<file path="config.mk">
export PLATFORM = sky130hd
export DESIGN_NAME = hfvbs_queue
export DESIGN_NICKNAME = d
export VERILOG_FILES = /design/src/design/hfvbs_pkg.sv /design/src/design/hfvbs_queue.sv
export SDC_FILE = /design/constraint.sdc
export NUM_CORES = 1
export LEC_CHECK = 0
export BUFFER_PORTS_ARGS = -buffer_cell sky130_fd_sc_hd__clkbuf_2
export CORE_MARGIN = 1
export CORE_UTILIZATION = 50
export DETAILED_ROUTE_END_ITERATION = 12
export PLACE_DENSITY = 0.78
export SKIP_LAST_GASP = 1
export SYNTH_ARGS = -nofsm -noshare
export SYNTH_HDL_FRONTEND = slang
export SYNTH_SLANG_ARGS = --single-unit
</file>
<file path="constraint.sdc">
create_clock -name clk -period 5.3 [get_ports clk]
set_input_delay 1.06 -clock clk [delete_from_list [all_inputs] [get_ports clk]]
set_output_delay 1.06 -clock clk [all_outputs]
set_load 0.01 [all_outputs]
</file>
<file path="src/design/hfvbs_pkg.sv">
// shared types, constants and the half-float decode for the volume band statistics block
package hfvbs_pkg;

  // fixed point format and limits
  localparam int FRAC_BITS   = 16;
  localparam int MAX_TEXELS  = 1048576;
  localparam int MAX_SLICES  = 256;
  localparam int QUEUE_DEPTH = 4;
  localparam int QPTR_W      = $clog2(QUEUE_DEPTH);

  typedef logic signed [23:0] fix_t;

  localparam fix_t       T_POS_MAX  = 24'sh7FFFFF;
  localparam fix_t       T_NEG_MAX  = 24'sh800000;
  localparam fix_t       ONE_FIXED  = 24'sh010000;
  localparam logic [23:0] S_MAX     = 24'hFFFFFF;

  // register indexes on the config port
  localparam logic REG_DEPTH  = 1'b0;
  localparam logic REG_THRESH = 1'b1;

  // band codes
  localparam logic [1:0] BAND_NEAR = 2'd0;
  localparam logic [1:0] BAND_MID  = 2'd1;
  localparam logic [1:0] BAND_FAR  = 2'd2;

  // summary kinds
  localparam logic [1:0] KIND_WHOLE = 2'd0;
  localparam logic [1:0] KIND_LAST  = 2'd3;

  // one classified item handed from front to back
  typedef struct packed {
    logic       action;
    fix_t       red;
    fix_t       green;
    fix_t       blue;
    fix_t       transmit;
    logic [7:0] slice;
    logic [1:0] band;
  } item_t;

  typedef enum logic [3:0] {
    B_IDLE,
    B_SQUARE,
    B_ROOT,
    B_ACCUM,
    B_DIV_T_GO,
    B_DIV_T_WAIT,
    B_DIV_S_GO,
    B_DIV_S_WAIT,
    B_EMIT,
    B_CLEAR
  } back_state_t;

  // half-float to signed Q8.16, subnormals flushed, out of range saturated
  function automatic fix_t half_to_fixed(input logic [15:0] h);
    logic [4:0]  e;
    logic [10:0] m;
    logic [39:0] mag;
    logic [39:0] neg;
    fix_t        res;
    e = h[14:10];
    m = {1'b1, h[9:0]};
    if (e >= 5'd9) begin
      mag = {29'd0, m} << (e - 5'd9);
    end else begin
      mag = {29'd0, m} >> (5'd9 - e);
    end
    if (e == 5'd31) begin
      mag = 40'd8388608;
    end
    if (h[15]) begin
      if (mag > 40'd8388608) begin
        mag = 40'd8388608;
      end
      neg = 40'd0 - mag;
      res = neg[23:0];
    end else begin
      if (mag > 40'd8388607) begin
        mag = 40'd8388607;
      end
      res = mag[23:0];
    end
    if (e == 5'd0) begin
      res = '0;
    end
    return res;
  endfunction

endpackage

</file>
<file path="src/design/hfvbs_queue.sv">
// short queue between front and back
module hfvbs_queue import hfvbs_pkg::*; (
  input  logic  clk,
  input  logic  rst,
  input  logic  push,
  input  item_t push_item,
  output logic  full,
  input  logic  pop,
  output logic  q_valid,
  output item_t q_item
);

  item_t             entries [QUEUE_DEPTH];
  logic [QPTR_W-1:0] wr_ptr;
  logic [QPTR_W-1:0] rd_ptr;
  logic [QPTR_W:0]   fill;

  assign full    = fill == (QPTR_W + 1)'(QUEUE_DEPTH);
  assign q_valid = fill != '0;
  assign q_item  = entries[rd_ptr];

  // pointers and fill count
  always_ff @(posedge clk) begin
    if (rst) begin
      wr_ptr <= '0;
      rd_ptr <= '0;
      fill   <= '0;
    end else begin
      if (push) begin
        wr_ptr <= wr_ptr + 1'b1;
      end
      if (pop) begin
        rd_ptr <= rd_ptr + 1'b1;
      end
      if (push && !pop) begin
        fill <= fill + 1'b1;
      end else if (pop && !push) begin
        fill <= fill - 1'b1;
      end
    end
  end

  always_ff @(posedge clk) begin
    if (push) begin
      entries[wr_ptr] <= push_item;
    end
  end

endmodule

</file>
==> summary.txt <==
Power
  – Power Dens Cells: just over 400 mW/mm²
  – Worst VDD drop: between 200 and 300 µV
  – Leak: between 6 and 7 nW

STA
  – Fin. Hold Viols: 0
  – Worst Skew: approximately 8.4 ps
  – Fmax: between 200 and 300 MHz
  – Total negative slack: 0 ps
  – Period Utilization, post-route: 0.646
  – RSZ-0062 raised after global routing: no
  – Final setup vio count: 0
  – Slew Limit Fails: 0
  – Slew headroom: 0.403
  – Final min period: 3420 ps
  – Worst Tran Pin Value: slightly below 900 ps

Route
  – Initial detailed-routing violation count: around 490
  – Pre-antenna DRT Iters: 4
  – Post-route ant nets: 0
  – WL/cell: roughly 22 µm
  – Final WL: 27.9 mm
  – Avg Vias per Cell: about 5.5
  – Vias: ~7k
  – Drt drc: 0

Min path
  – Worst Hold End: fill[2]
  – Startpoint of the worst hold path: fill[2]
  – Hold path depth: 2
  – Hold Crit Class: reg2reg

Clock network
  – Clock transition at path regs: approximately 60 ps
  – Cts repair resizes: 0
  – Cts bufs inserted: 43
  – Clock sink total: approximately 440
  – Setup bufs post-CTS: 0
  – H-tree Lvls: 2
  – Later-pin clock latency in the skew report: around 520 ps
  – Root Driver: clkbuf_16
  – CTS tree: done
  – Hold Buf Count CTS: 0
  – Clock tree buffer depth: 3

Die
  – FP Rows: 64
  – Initial core utilization: 0.513
  – Core area: approximately 0.031 mm²
  – Die height: roughly 180 µm
  – I/O pin cnt: 220
  – Die area: ~0.032 mm²
  – Chip width: ~180 µm

Critical path
  – Delay-heaviest family, CP: flip-flops
  – Worst Setup End Kind: output pin
  – Buf/Inv on CP: 2
  – Crit-path max FO: between 50 and 60
  – Max incr delay on CP: between 800 and 900 ps
  – Data required, critical path: approximately 4200 ps
  – Crit-path cells: buf_12, mux4_2, clkbuf_2
  – Reg-to-reg slack, setup: roughly 3200 ps
  – CP max-delay cell: dfxtp_4
  – Reg2reg end: entries[0][53]
  – Worst path arrival time: 2360 ps
  – CP Class: reg2out
  – R2R Path Start: wr_ptr[0]
  – R2R cell count: 4
  – CP Launch Type: flip-flop

Synthesis
  – Cell area after synthesis: 0.0159 mm²
  – Unique cell type count in the Yosys netlist: 20
  – Post-synth net total: between 700 and 800
  – Cell taking the most area after synthesis: edfxtp_1
  – Dominant cells by area after synthesis: edfxtp_1 81%, mux4_2 15%, dfxtp_1 1.1%, ha_1 0.39%, buf_2 0.38%
  – Synthesis-stage register bit count: about 440
  – Syn Area/Cell: roughly 26 µm²
  – Synth warnings: 0
  – Post-synth top area share: 0.811
  – Cells after Synth: about 600
  – Sequential share of the synthesized area: 0.822

Global route
  – Overflow after GRT: 0
  – GRT Total Usage: 0.177
  – First-pass GRT wire length: approximately 43 mm
  – Vias in the first global route: between 7k and 8k
  – Initial antenna violation count: 4
  – Largest net degree at the start of global routing: between 100 and 150

Finish
  – FF+latch area: 0.0130 mm²
  – Layout overhead on the synthesized area: 18.5%
  – Multi-input logic area: 0.00265 mm²
  – Final core occ: 0.607
  – Layout fillers: approximately 2.1k
  – NumNets Final: approximately 970
  – Ratio of cells with drive above 1 in the final layout: 0.453

Placement
  – Dpl hpwl: about 16 mm
  – I/O Buffers: roughly 220
  – Final GP Congestion: between 0.7 and 0.8

Flow run
  – # Max-Cap Violations: 0

Status
  – Outcome: complete, no violations
placed cells by master (no fill, tap or decap), types with 6 or more instances in the layout:
cell / netlist / final
buf_12: 0 / 6
clkbuf_1: 8 / 6
clkbuf_16: 0 / 45
clkbuf_2: 0 / 219
clkinv_1: 0 / 8
dfxtp_1: 9 / 7
edfxtp_1: 428 / 428
mux4_2: 107 / 107
nor2_1: 7 / 7
cell families after synthesis:
family | Yosys count | share of synthesized area
AOI/OAI and AO/OA | 2 | 0.000631
and+or+nand+nor | 15 | 0.00474
buffers and inverters | 29 | 0.0111
muxes | 109 | 0.153
DFF | 437 | 0.822
xor gates and xnor gates | 5 | 0.00276
adders and majority gates | 6 | 0.00521
power by group:
group / switching [mW] / leakage, nW / internal (mW)
clock: 1.17 / 0.658 / 1.72
combinational: 0.376 / 1.68 / 0.321
sequential: 0.0522 / 4.01 / 3.97
metal layers:
metal,share of wire,up-vias,GRT usage
met5,0.00047,-,0
met4,0.020,2,0.0557
met3,0.076,45,0.0465
met2,0.50,242,0.290
met1,0.40,3604,0.234
li1,-,3088,-
cell usage after synthesis:
cell and n:
a21oi_1 1, and2_1 4, buf_2 12, buf_6 1
buf_8 4, clkbuf_1 8, dfxtp_1 9, edfxtp_1 428
fa_1 1, ha_1 5, inv_1 4, mux2i_1 2
mux4_2 107, nand2_1 1, nor2_1 7, nor3b_1 1
o21ai_0 1, or3_1 2, xnor2_1 2, xor2_1 3
layout make-up:
| class | count | share of cell area |
|---|---|---|
| Clock inverter | 18 | 0.00853 |
| Clock buffer | 54 | 0.0634 |
| Antenna cell | 3 | 0.000400 |
| Timing Repair Buffer | 225 | 0.0648 |
| Inverter | 4 | 0.000800 |
| Tap cell | 396 | 0.0264 |
| Sequential cell | 437 | 0.695 |
| Multi-Input combinational cell | 137 | 0.141 |
registers in the layout, indices dropped and copies added (netlist names), named ones only:
register / cells
entries: 428
fill: 3
rd_ptr: 2
wr_ptr: 2
worst max path at each step:
stage | end | slack [ps] | depth (start not counted)
3_3_place_gp | q_item[14] | 2370 | 3
5_1_grt | q_item[78] | 1720 | 3
4_1_cts | q_item[78] | 1780 | 3
6_report | q_item[78] | 1880 | 3
2_1_floorplan | entries[0][0] | 1300 | 1
3_5_place_dp | q_item[14] | 2370 | 3
through the flow:
stage	total power, mW	setup slack, ps	instances	instance area (µm²)	hold WS [ps]
after global routing	7.88	1720	1274	18800	565
after CTS	7.71	1780	1271	18800	525
final	7.61	1880	1274	18800	530
after floorplan	4.52	1300	603	15900	461
after global placement	4.78	2370	1199	17400	479
after detailed placement	4.81	2370	1199	17400	513
tightest hold or removal path: cells and delay by family (launching register included):
| kind | cells | cell delay, ps |
|---|---|---|
| compound gates | 2 | 160 |
| flops | 1 | 320 |
(Power assumes the default switching activity.)
