<file path="src/design/hfvbs_pkg.sv">
// shared types, constants and the half-float decode for the volume band statistics block
package hfvbs_pkg;

  // fixed point format and limits
  localparam int FRAC_BITS   = 16;
  localparam int MAX_TEXELS  = 1048576;
  localparam int MAX_SLICES  = 256;
  localparam int QUEUE_DEPTH = 4;
  localparam int QPTR_W      = $clog2(QUEUE_DEPTH);

  typedef logic signed [23:0] fix_t;

  localparam fix_t       T_POS_MAX  = 24'sh7FFFFF;
  localparam fix_t       T_NEG_MAX  = 24'sh800000;
  localparam fix_t       ONE_FIXED  = 24'sh010000;
  localparam logic [23:0] S_MAX     = 24'hFFFFFF;

  // register indexes on the config port
  localparam logic REG_DEPTH  = 1'b0;
  localparam logic REG_THRESH = 1'b1;

  // band codes
  localparam logic [1:0] BAND_NEAR = 2'd0;
  localparam logic [1:0] BAND_MID  = 2'd1;
  localparam logic [1:0] BAND_FAR  = 2'd2;

  // summary kinds
  localparam logic [1:0] KIND_WHOLE = 2'd0;
  localparam logic [1:0] KIND_LAST  = 2'd3;

  // one classified item handed from front to back
  typedef struct packed {
    logic       action;
    fix_t       red;
    fix_t       green;
    fix_t       blue;
    fix_t       transmit;
    logic [7:0] slice;
    logic [1:0] band;
  } item_t;

  typedef enum logic [3:0] {
    B_IDLE,
    B_SQUARE,
    B_ROOT,
    B_ACCUM,
    B_DIV_T_GO,
    B_DIV_T_WAIT,
    B_DIV_S_GO,
    B_DIV_S_WAIT,
    B_EMIT,
    B_CLEAR
  } back_state_t;

  // half-float to signed Q8.16, subnormals flushed, out of range saturated
  function automatic fix_t half_to_fixed(input logic [15:0] h);
    logic [4:0]  e;
    logic [10:0] m;
    logic [39:0] mag;
    logic [39:0] neg;
    fix_t        res;
    e = h[14:10];
    m = {1'b1, h[9:0]};
    if (e >= 5'd9) begin
      mag = {29'd0, m} << (e - 5'd9);
    end else begin
      mag = {29'd0, m} >> (5'd9 - e);
    end
    if (e == 5'd31) begin
      mag = 40'd8388608;
    end
    if (h[15]) begin
      if (mag > 40'd8388608) begin
        mag = 40'd8388608;
      end
      neg = 40'd0 - mag;
      res = neg[23:0];
    end else begin
      if (mag > 40'd8388607) begin
        mag = 40'd8388607;
      end
      res = mag[23:0];
    end
    if (e == 5'd0) begin
      res = '0;
    end
    return res;
  endfunction

endpackage

</file>
<file path="src/design/hfvbs_out_if.sv">
// summary output channel
interface hfvbs_out_if;
  logic               valid;
  logic               ready;
  logic [1:0]         summary_kind;
  logic [20:0]        texel_total;
  logic signed [23:0] min_transmit;
  logic signed [23:0] max_transmit;
  logic signed [23:0] mean_transmit;
  logic [23:0]        min_scatter;
  logic [23:0]        max_scatter;
  logic [23:0]        mean_scatter;
  logic [7:0]         first_slice;
  logic [8:0]         end_slice;
  logic               likely_visible;
  logic               last_result;

  modport source (output valid, summary_kind, texel_total, min_transmit, max_transmit,
                  mean_transmit, min_scatter, max_scatter, mean_scatter, first_slice,
                  end_slice, likely_visible, last_result, input ready);
  modport sink (input valid, summary_kind, texel_total, min_transmit, max_transmit,
                mean_transmit, min_scatter, max_scatter, mean_scatter, first_slice,
                end_slice, likely_visible, last_result, output ready);
endinterface

</file>
<file path="src/design/hfvbs_div.sv">
// restoring divider, one quotient bit per cycle
module hfvbs_div import hfvbs_pkg::*; (
  input  logic        clk,
  input  logic        rst,
  input  logic        start,
  input  logic [44:0] dividend,
  input  logic [20:0] divisor,
  output logic        busy,
  output logic [44:0] quotient
);

  logic [21:0] rem;
  logic [21:0] rem_sh;
  logic [5:0]  steps;

  assign rem_sh = {rem[20:0], quotient[44]};

  always_ff @(posedge clk) begin
    if (rst) begin
      busy <= 1'b0;
    end else if (start) begin
      busy <= 1'b1;
    end else if (busy && steps == 6'd0) begin
      busy <= 1'b0;
    end
  end

  // shift in one dividend bit, subtract when it fits
  always_ff @(posedge clk) begin
    if (start) begin
      rem      <= '0;
      quotient <= dividend;
      steps    <= 6'd44;
    end else if (busy) begin
      steps <= steps - 1'b1;
      if (rem_sh >= {1'b0, divisor}) begin
        rem      <= rem_sh - {1'b0, divisor};
        quotient <= {quotient[43:0], 1'b1};
      end else begin
        rem      <= rem_sh;
        quotient <= {quotient[43:0], 1'b0};
      end
    end
  end

endmodule

</file>
<file path="src/design/hfvbs_back.sv">
// back: magnitude, accumulation, and the summary sequence on finish
module hfvbs_back import hfvbs_pkg::*; (
  input  logic        clk,
  input  logic        rst,
  input  logic        q_valid,
  input  item_t       q_item,
  output logic        pop,
  input  logic [8:0]  volume_depth,
  input  logic [15:0] visible_threshold,
  hfvbs_out_if.source summary
);

  back_state_t state, state_next;
  item_t       item;
  logic [4:0]  cnt;
  logic [47:0] prod;
  logic [47:0] sumsq;
  logic [25:0] rem;
  logic [23:0] root;
  logic [27:0] rem_sh;
  logic [27:0] trial;
  logic [1:0]  kind;
  fix_t        mean_t_q;
  logic [23:0] mean_s_q;
  fix_t        mult_op;
  logic signed [47:0] mult_res;

  // stores, index 0 whole volume, 1..3 bands
  logic [20:0]        acc_count [4];
  fix_t               acc_min_t [4];
  fix_t               acc_max_t [4];
  logic signed [44:0] acc_sum_t [4];
  logic [23:0]        acc_min_s [4];
  logic [23:0]        acc_max_s [4];
  logic [43:0]        acc_sum_s [4];
  logic [7:0]         band_begin [3];
  logic [8:0]         band_end [3];
  logic               band_valid [3];

  logic        div_start;
  logic [44:0] div_dividend;
  logic        div_busy;
  logic [44:0] div_quotient;
  logic [44:0] sum_t_mag;
  logic        emit_load;
  logic        out_free;

  hfvbs_div u_div (
    .clk      (clk),
    .rst      (rst),
    .start    (div_start),
    .dividend (div_dividend),
    .divisor  (acc_count[kind]),
    .busy     (div_busy),
    .quotient (div_quotient)
  );

  assign out_free = !summary.valid || summary.ready;
  assign sum_t_mag = acc_sum_t[kind][44] ? 45'(-acc_sum_t[kind]) : acc_sum_t[kind];

  // channel picked for the shared multiplier
  always_comb begin
    case (cnt[1:0])
      2'd0:    mult_op = item.red;
      2'd1:    mult_op = item.green;
      default: mult_op = item.blue;
    endcase
  end
  assign mult_res = mult_op * mult_op;

  // square root step
  assign rem_sh = {rem, sumsq[47:46]};
  assign trial  = {2'b00, root, 2'b01};

  // next state and control
  always_comb begin
    state_next   = state;
    pop          = 1'b0;
    div_start    = 1'b0;
    div_dividend = {1'b0, acc_sum_s[kind]};
    emit_load    = 1'b0;
    case (state)
      B_IDLE: begin
        if (q_valid) begin
          pop        = 1'b1;
          state_next = q_item.action ? B_DIV_T_GO : B_SQUARE;
        end
      end
      B_SQUARE: begin
        if (cnt == 5'd3) begin
          state_next = B_ROOT;
        end
      end
      B_ROOT: begin
        if (cnt == 5'd23) begin
          state_next = B_ACCUM;
        end
      end
      B_ACCUM: begin
        state_next = B_IDLE;
      end
      B_DIV_T_GO: begin
        div_start    = 1'b1;
        div_dividend = sum_t_mag;
        state_next   = B_DIV_T_WAIT;
      end
      B_DIV_T_WAIT: begin
        if (!div_busy) begin
          state_next = B_DIV_S_GO;
        end
      end
      B_DIV_S_GO: begin
        div_start  = 1'b1;
        state_next = B_DIV_S_WAIT;
      end
      B_DIV_S_WAIT: begin
        if (!div_busy) begin
          state_next = B_EMIT;
        end
      end
      B_EMIT: begin
        if (out_free) begin
          emit_load  = 1'b1;
          state_next = (kind == KIND_LAST) ? B_CLEAR : B_DIV_T_GO;
        end
      end
      B_CLEAR: begin
        state_next = B_IDLE;
      end
      default: begin
        state_next = B_IDLE;
      end
    endcase
  end

  always_ff @(posedge clk) begin
    if (rst) begin
      state <= B_IDLE;
    end else begin
      state <= state_next;
    end
  end

  // item working registers
  always_ff @(posedge clk) begin
    case (state)
      B_IDLE: begin
        item <= q_item;
        cnt  <= '0;
        kind <= KIND_WHOLE;
      end
      B_SQUARE: begin
        prod <= 48'(mult_res);
        if (cnt == 5'd0) begin
          sumsq <= '0;
        end else begin
          sumsq <= sumsq + prod;
        end
        if (cnt == 5'd3) begin
          cnt  <= '0;
          rem  <= '0;
          root <= '0;
        end else begin
          cnt <= cnt + 1'b1;
        end
      end
      B_ROOT: begin
        cnt   <= cnt + 1'b1;
        sumsq <= {sumsq[45:0], 2'b00};
        if (rem_sh >= trial) begin
          rem  <= 26'(rem_sh - trial);
          root <= {root[22:0], 1'b1};
        end else begin
          rem  <= rem_sh[25:0];
          root <= {root[22:0], 1'b0};
        end
      end
      B_DIV_T_WAIT: begin
        if (!div_busy) begin
          mean_t_q <= acc_sum_t[kind][44] ? fix_t'(-div_quotient[23:0]) : div_quotient[23:0];
        end
      end
      B_DIV_S_WAIT: begin
        if (!div_busy) begin
          mean_s_q <= div_quotient[23:0];
        end
      end
      B_EMIT: begin
        if (out_free) begin
          kind <= kind + 1'b1;
        end
      end
      default: begin
      end
    endcase
  end

  // stores: texel goes to the whole volume and to its band
  always_ff @(posedge clk) begin
    if (rst || state == B_CLEAR) begin
      for (int k = 0; k < 4; k++) begin
        acc_count[k] <= '0;
        acc_min_t[k] <= T_POS_MAX;
        acc_max_t[k] <= T_NEG_MAX;
        acc_sum_t[k] <= '0;
        acc_min_s[k] <= S_MAX;
        acc_max_s[k] <= '0;
        acc_sum_s[k] <= '0;
      end
      for (int b = 0; b < 3; b++) begin
        band_begin[b] <= '0;
        band_end[b]   <= '0;
        band_valid[b] <= 1'b0;
      end
    end else if (state == B_ACCUM && acc_count[0] < 21'(MAX_TEXELS)) begin
      for (int k = 0; k < 4; k++) begin
        if (k == 0 || 3'(k) == {1'b0, item.band} + 3'd1) begin
          acc_count[k] <= acc_count[k] + 1'b1;
          if (item.transmit < acc_min_t[k]) begin
            acc_min_t[k] <= item.transmit;
          end
          if (item.transmit > acc_max_t[k]) begin
            acc_max_t[k] <= item.transmit;
          end
          acc_sum_t[k] <= acc_sum_t[k] + 45'(item.transmit);
          if (root < acc_min_s[k]) begin
            acc_min_s[k] <= root;
          end
          if (root > acc_max_s[k]) begin
            acc_max_s[k] <= root;
          end
          acc_sum_s[k] <= acc_sum_s[k] + 44'(root);
        end
      end
      for (int b = 0; b < 3; b++) begin
        if (2'(b) == item.band) begin
          if (!band_valid[b]) begin
            band_valid[b] <= 1'b1;
            band_begin[b] <= item.slice;
          end
          band_end[b] <= 9'(item.slice) + 9'd1;
        end
      end
    end
  end

  // summary fields for the current kind
  logic [8:0]         depth_eff;
  logic signed [26:0] budget;
  logic [7:0]         sel_first;
  logic [8:0]         sel_end;

  always_comb begin
    if (volume_depth == 9'd0) begin
      depth_eff = 9'd1;
    end else if (volume_depth > 9'(MAX_SLICES)) begin
      depth_eff = 9'(MAX_SLICES);
    end else begin
      depth_eff = volume_depth;
    end
    budget = 27'sd65536 - 27'(acc_min_t[0]) + $signed({3'b000, acc_max_s[0]});
    case (kind)
      2'd1: begin
        sel_first = band_valid[0] ? band_begin[0] : 8'd0;
        sel_end   = band_valid[0] ? band_end[0] : 9'd0;
      end
      2'd2: begin
        sel_first = band_valid[1] ? band_begin[1] : 8'd0;
        sel_end   = band_valid[1] ? band_end[1] : 9'd0;
      end
      2'd3: begin
        sel_first = band_valid[2] ? band_begin[2] : 8'd0;
        sel_end   = band_valid[2] ? band_end[2] : 9'd0;
      end
      default: begin
        sel_first = 8'd0;
        sel_end   = depth_eff;
      end
    endcase
  end

  // output register
  always_ff @(posedge clk) begin
    if (rst) begin
      summary.valid <= 1'b0;
    end else if (emit_load) begin
      summary.valid <= 1'b1;
    end else if (summary.ready) begin
      summary.valid <= 1'b0;
    end
  end

  always_ff @(posedge clk) begin
    if (emit_load) begin
      summary.summary_kind   <= kind;
      summary.texel_total    <= acc_count[kind];
      summary.min_transmit   <= acc_min_t[kind];
      summary.max_transmit   <= acc_max_t[kind];
      summary.mean_transmit  <= (acc_count[kind] == '0) ? ONE_FIXED : mean_t_q;
      summary.min_scatter    <= acc_min_s[kind];
      summary.max_scatter    <= acc_max_s[kind];
      summary.mean_scatter   <= (acc_count[kind] == '0) ? 24'd0 : mean_s_q;
      summary.first_slice    <= sel_first;
      summary.end_slice      <= sel_end;
      summary.likely_visible <= (kind == KIND_WHOLE) &&
                                (budget >= $signed({11'd0, visible_threshold}));
      summary.last_result    <= kind == KIND_LAST;
    end
  end

endmodule

</file>
<file path="src/flat_wrapper.sv">
// flat-port wrapper written by rule: the top's interface ports become plain ports
module hfvbs_back_flat import hfvbs_pkg::*;
  (clk, rst, q_valid, q_item, pop, volume_depth, visible_threshold, summary_valid, summary_summary_kind, summary_texel_total, summary_min_transmit, summary_max_transmit, summary_mean_transmit, summary_min_scatter, summary_max_scatter, summary_mean_scatter, summary_first_slice, summary_end_slice, summary_likely_visible, summary_last_result, summary_ready);
  hfvbs_out_if summary_i ();
  input  logic clk;
  input  logic rst;
  input  logic q_valid;
  input  item_t q_item;
  output logic pop;
  input  logic [8:0] volume_depth;
  input  logic [15:0] visible_threshold;
  output wire logic [$bits(summary_i.valid)-1:0] summary_valid;
  output wire logic [$bits(summary_i.summary_kind)-1:0] summary_summary_kind;
  output wire logic [$bits(summary_i.texel_total)-1:0] summary_texel_total;
  output wire logic [$bits(summary_i.min_transmit)-1:0] summary_min_transmit;
  output wire logic [$bits(summary_i.max_transmit)-1:0] summary_max_transmit;
  output wire logic [$bits(summary_i.mean_transmit)-1:0] summary_mean_transmit;
  output wire logic [$bits(summary_i.min_scatter)-1:0] summary_min_scatter;
  output wire logic [$bits(summary_i.max_scatter)-1:0] summary_max_scatter;
  output wire logic [$bits(summary_i.mean_scatter)-1:0] summary_mean_scatter;
  output wire logic [$bits(summary_i.first_slice)-1:0] summary_first_slice;
  output wire logic [$bits(summary_i.end_slice)-1:0] summary_end_slice;
  output wire logic [$bits(summary_i.likely_visible)-1:0] summary_likely_visible;
  output wire logic [$bits(summary_i.last_result)-1:0] summary_last_result;
  input wire logic [$bits(summary_i.ready)-1:0] summary_ready;
  assign summary_valid = summary_i.valid;
  assign summary_summary_kind = summary_i.summary_kind;
  assign summary_texel_total = summary_i.texel_total;
  assign summary_min_transmit = summary_i.min_transmit;
  assign summary_max_transmit = summary_i.max_transmit;
  assign summary_mean_transmit = summary_i.mean_transmit;
  assign summary_min_scatter = summary_i.min_scatter;
  assign summary_max_scatter = summary_i.max_scatter;
  assign summary_mean_scatter = summary_i.mean_scatter;
  assign summary_first_slice = summary_i.first_slice;
  assign summary_end_slice = summary_i.end_slice;
  assign summary_likely_visible = summary_i.likely_visible;
  assign summary_last_result = summary_i.last_result;
  assign summary_i.ready = summary_ready;
  hfvbs_back u_core (.clk(clk), .rst(rst), .q_valid(q_valid), .q_item(q_item), .pop(pop), .volume_depth(volume_depth), .visible_threshold(visible_threshold), .summary(summary_i));
endmodule
</file>
<file path="config.mk">
export PLATFORM = sky130hd
export DESIGN_NAME = hfvbs_back_flat
export DESIGN_NICKNAME = d
export VERILOG_FILES = /design/src/design/hfvbs_pkg.sv /design/src/design/hfvbs_out_if.sv /design/src/design/hfvbs_div.sv /design/src/design/hfvbs_back.sv /design/src/flat_wrapper.sv
export SDC_FILE = /design/constraint.sdc
export NUM_CORES = 2
export LEC_CHECK = 0
export ABC_AREA = 1
export BUFFER_PORTS_ARGS = -buffer_cell sky130_fd_sc_hd__buf_2
export CAP_MARGIN = 20
export CORE_ASPECT_RATIO = 0.75
export CORE_UTILIZATION = 28
export DETAILED_ROUTE_END_ITERATION = 10
export GPL_TIMING_DRIVEN = 0
export MAX_ROUTING_LAYER = met4
export PLACE_DENSITY_LB_ADDON = 0.15
export SLEW_MARGIN = 30
export SYNTH_ARGS = -nofsm -noshare
export SYNTH_HDL_FRONTEND = slang
export SYNTH_HIERARCHICAL = 1
export SYNTH_SLANG_ARGS = --single-unit
</file>
<file path="constraint.sdc">
create_clock -name clk -period 19.5 [get_ports clk]
set_input_delay 3.9 -clock clk [delete_from_list [all_inputs] [get_ports clk]]
set_output_delay 3.9 -clock clk [all_outputs]
set_load 0.1 [all_outputs]
</file>
==> key figures <==
Floorplanning
  • # IOs: roughly 320
  • Num rows: between 200 and 250
  • Die height: 565 um
  • Full die area: about 430000 um2
  • Starting density of the core: approximately 28%
  • Die X-Extent: approximately 750 um
  • CORE AREA: 420000 um2

Logic synthesis
  • Syn Nets: 16200
  • Yosys cell types: 67
  • Post-synthesis sequential area ratio: between 30% and 40%
  • Mean Syn Cell Area: roughly 8.1 um2
  • Synth Flop Type: edfxtp_1
  • Post-synthesis cell area: around 120000 um2
  • Count of flip-flops with a built-in enable after synthesis: ~1400
  • Number of synthesized register bits: between 1000 and 1500
  • Fraction of registers with async set/reset: 0%
  • Synthesis warning total: 6
  • Post-Syn Instances: approximately 15000

Clock network
  • CTS H-tree depth: 4
  • Post-CTS Setup Bufs: 0
  • Deepest clock path buffer count: 4
  • Hold buffer count at CTS: 0
  • CTS tree: built
  • CTS clk-pin slew, worst paths: ~60 ps
  • Root Driver: clkbuf_16
  • Clk Latency, worst-skew pair: roughly 950 ps
  • Number of buffers inserted during clock tree synthesis: approximately 180
  • CTS Sinks: 1450
  • Cts repair resizes: 0

STA
  • Final number of max-transition violations: 0
  • Hold Vio Cnt, Final: 0
  • Total Negative Setup Slacks: 0 ps
  • Final count of negative-setup-slack endpoints: 0
  • Final worst path period need: 10970 ps
  • RSZ-0062 raised after global routing: false
  • Relative slew slack: 24.4%
  • Tightest Pin Transition: about 1100 ps
  • Clk_skew: ~65 ps
  • FMAX: 0.0912 GHz
  • Final worst-path cycle share: 56.3%

Cells and area
  • Area Overhead vs Synth: 14.5%
  • Final core occ: about 32%
  • Fin cells: approximately 21000
  • Layout Nets: roughly 17000
  • Share of cells above drive strength 1: under 10%

Routing
  • # DRC: 0
  • Routed met3 length: roughly 46000 um
  • Antenna-violating nets left: 0
  • Pre-antenna DRT Iters: 6
  • M1 wire length: ~260000 um
  • Routed vias/inst: 4.99
  • WL/cell: about 24 um
  • DR top layer: met4
  • Detailed Route WL: between 500000 and 600000 um
  • Routed length on met2: 189000 um
  • Via count: 105000
  • 1st-iter DRT viols: about 12000

Worst setup path
  • Worst-path fanout max: 10
  • Crit path kind: reg -> reg
  • CP peak stage delay: 920 ps
  • Startpoint types: flop
  • Critical Path RT: between 20000 and 25000 ps
  • CP most frequent cell: inv_1
  • Worst EP arrival: between 10000 and 15000 ps
  • CP endpoint kind: flop
  • Crit path max-delay cell type: fa_1

GRT
  • Initial antenna violation count: 43
  • First-pass GRT wire length: 713000 um
  • Vias in the first global route: a little under 100k
  • GR Overflow Total: 0
  • Largest net degree at the start of global routing: between 40 and 50
  • Total GRT Usage: a little under a quarter

Placed design
  • DPL Wire Length: about 410000 um
  • Routability cong.: about 0.99
  • Placed insts: a little over 20000
  • IO Port Bufs: roughly 320

Run
  • Max Cap Viol: 0

Worst hold path
  • HP Class: reg -> reg

Run status
  • Outcome: finished clean
-- stage by stage --
stage               hold slack (ps)  cell area [um2]  worst slack (ps)
floorplan                       441           118000              7100
global placement                460           127000               118
detailed placement              460           129000              8440
CTS                             471           135000              8390
global route                    492           135000              7650
finish                          470           135000              8530
-- worst max-delay path: cells and delay by family, from the launching register on --
kind | cells | cell delay, ps
and+or+nand+nor | 8 | 1470
DFF | 1 | 430
AOI/OAI and AO/OA | 1 | 760
adders and majority gates | 9 | 5380
buffers and inverters | 12 | 2210
xor gates and xnor gates | 1 | 390
-- synth_stat cells, drive strengths merged, types with 45 or more instances --
cell type     n  share of area, %
nor2       1534               4.9
inv        2473               7.8
nor3        170              0.74
o21ai       880               3.7
o22ai        45              0.24
ha          961                10
o21a        101              0.64
nand4       199               1.1
xnor2        81              0.60
fa          572               9.7
nor4         61              0.32
a31oi        75              0.40
o21bai       89              0.56
a21oi      1386               5.9
nand2      3078               9.8
clkbuf      258              0.82
xor2        132              0.98
edfxtp     1415                36
a21o         76              0.48
buf         100              0.45
nand3       607               2.6
-- worst paths after layout --
| kind | slack (ps) | cells after the start | endpoint | start |
|---|---|---|---|---|
| max | 8530 | 31 | u_core/prod[46]$_DFFE_PP_ | u_core/cnt[1]$_DFFE_PP_ |
| min reg2reg | 470 | 2 | u_core/u_div/rem[8]$_SDFFE_PP0P_ | u_core/u_div/rem[8]$_SDFFE_PP0P_ |
| max reg2reg | 8530 | 31 | u_core/prod[46]$_DFFE_PP_ | u_core/cnt[1]$_DFFE_PP_ |
| min | 470 | 2 | u_core/u_div/rem[8]$_SDFFE_PP0P_ | u_core/u_div/rem[8]$_SDFFE_PP0P_ |
-- area by class of cell --
class / count / area (um2)
antenna: 21 / 52.6
fill: 45100 / 285000
buffer: 358 / 1560
tap: 5616 / 7030
clock inverter: 112 / 1190
sequential: 1450 / 43200
multi-input combinational: 10300 / 64500
clock buffer: 213 / 4750
timing repair buffer: 455 / 3870
inverter: 2482 / 9320
-- metal layers --
layer | track usage (%) | up-vias
met5 | - | -
met4 | 4.33 | 0
met3 | 4.08 | 453
met2 | 30.8 | 4172
met1 | 37.4 | 50500
li1 | - | 49600
-- placed cells by master (no fill, tap or decap), types with 19 or more instances in the layout --
cell type,instances
xor2_1,132
nand3b_1,24
a21oi_1,1379
buf_6,42
o22ai_1,45
clkinv_1,39
bufinv_16,19
a22o_1,25
buf_2,393
buf_8,45
nor2_1,1519
o211ai_1,28
clkbuf_16,184
a31oi_1,74
clkbuf_2,35
a21o_1,76
xnor2_1,81
o21ai_0,855
nor4_1,59
clkbuf_1,248
o21bai_1,89
or2_2,32
a21boi_0,30
buf_16,33
fa_1,572
ha_1,961
inv_2,38
buf_1,20
nor3b_1,21
o21a_1,101
diode_2,21
nand3_1,596
nand4_1,199
edfxtp_1,1415
clkinv_2,31
nand2_2,22
inv_1,2433
nor3_1,166
dfxtp_1,35
nand2_1,3048
-- cell families after synthesis --
| kind of cell | share of synthesized area, % |
|---|---|
| fa+ha+maj | 19.8 |
| compound gates | 12.9 |
| xor+xnor | 1.58 |
| flops | 36.5 |
| buf+inv | 9.14 |
| simple gates | 20.0 |
-- state kept, by name, indices dropped and copies added (netlist names), 26 cells and up, named ones only --
name and flops:
u_core/acc_count 84, u_core/acc_max_s 96, u_core/acc_max_t 96, u_core/acc_min_s 96, u_core/acc_min_t 96, u_core/acc_sum_s 176, u_core/acc_sum_t 180, u_core/band_end 27
u_core/item 106, u_core/prod 47, u_core/rem 26, u_core/sumsq 48, u_core/u_div/quotient 45
Power is not shown: default switching activity piles up to over one toggle a cycle in this logic, so the estimate is an artifact.
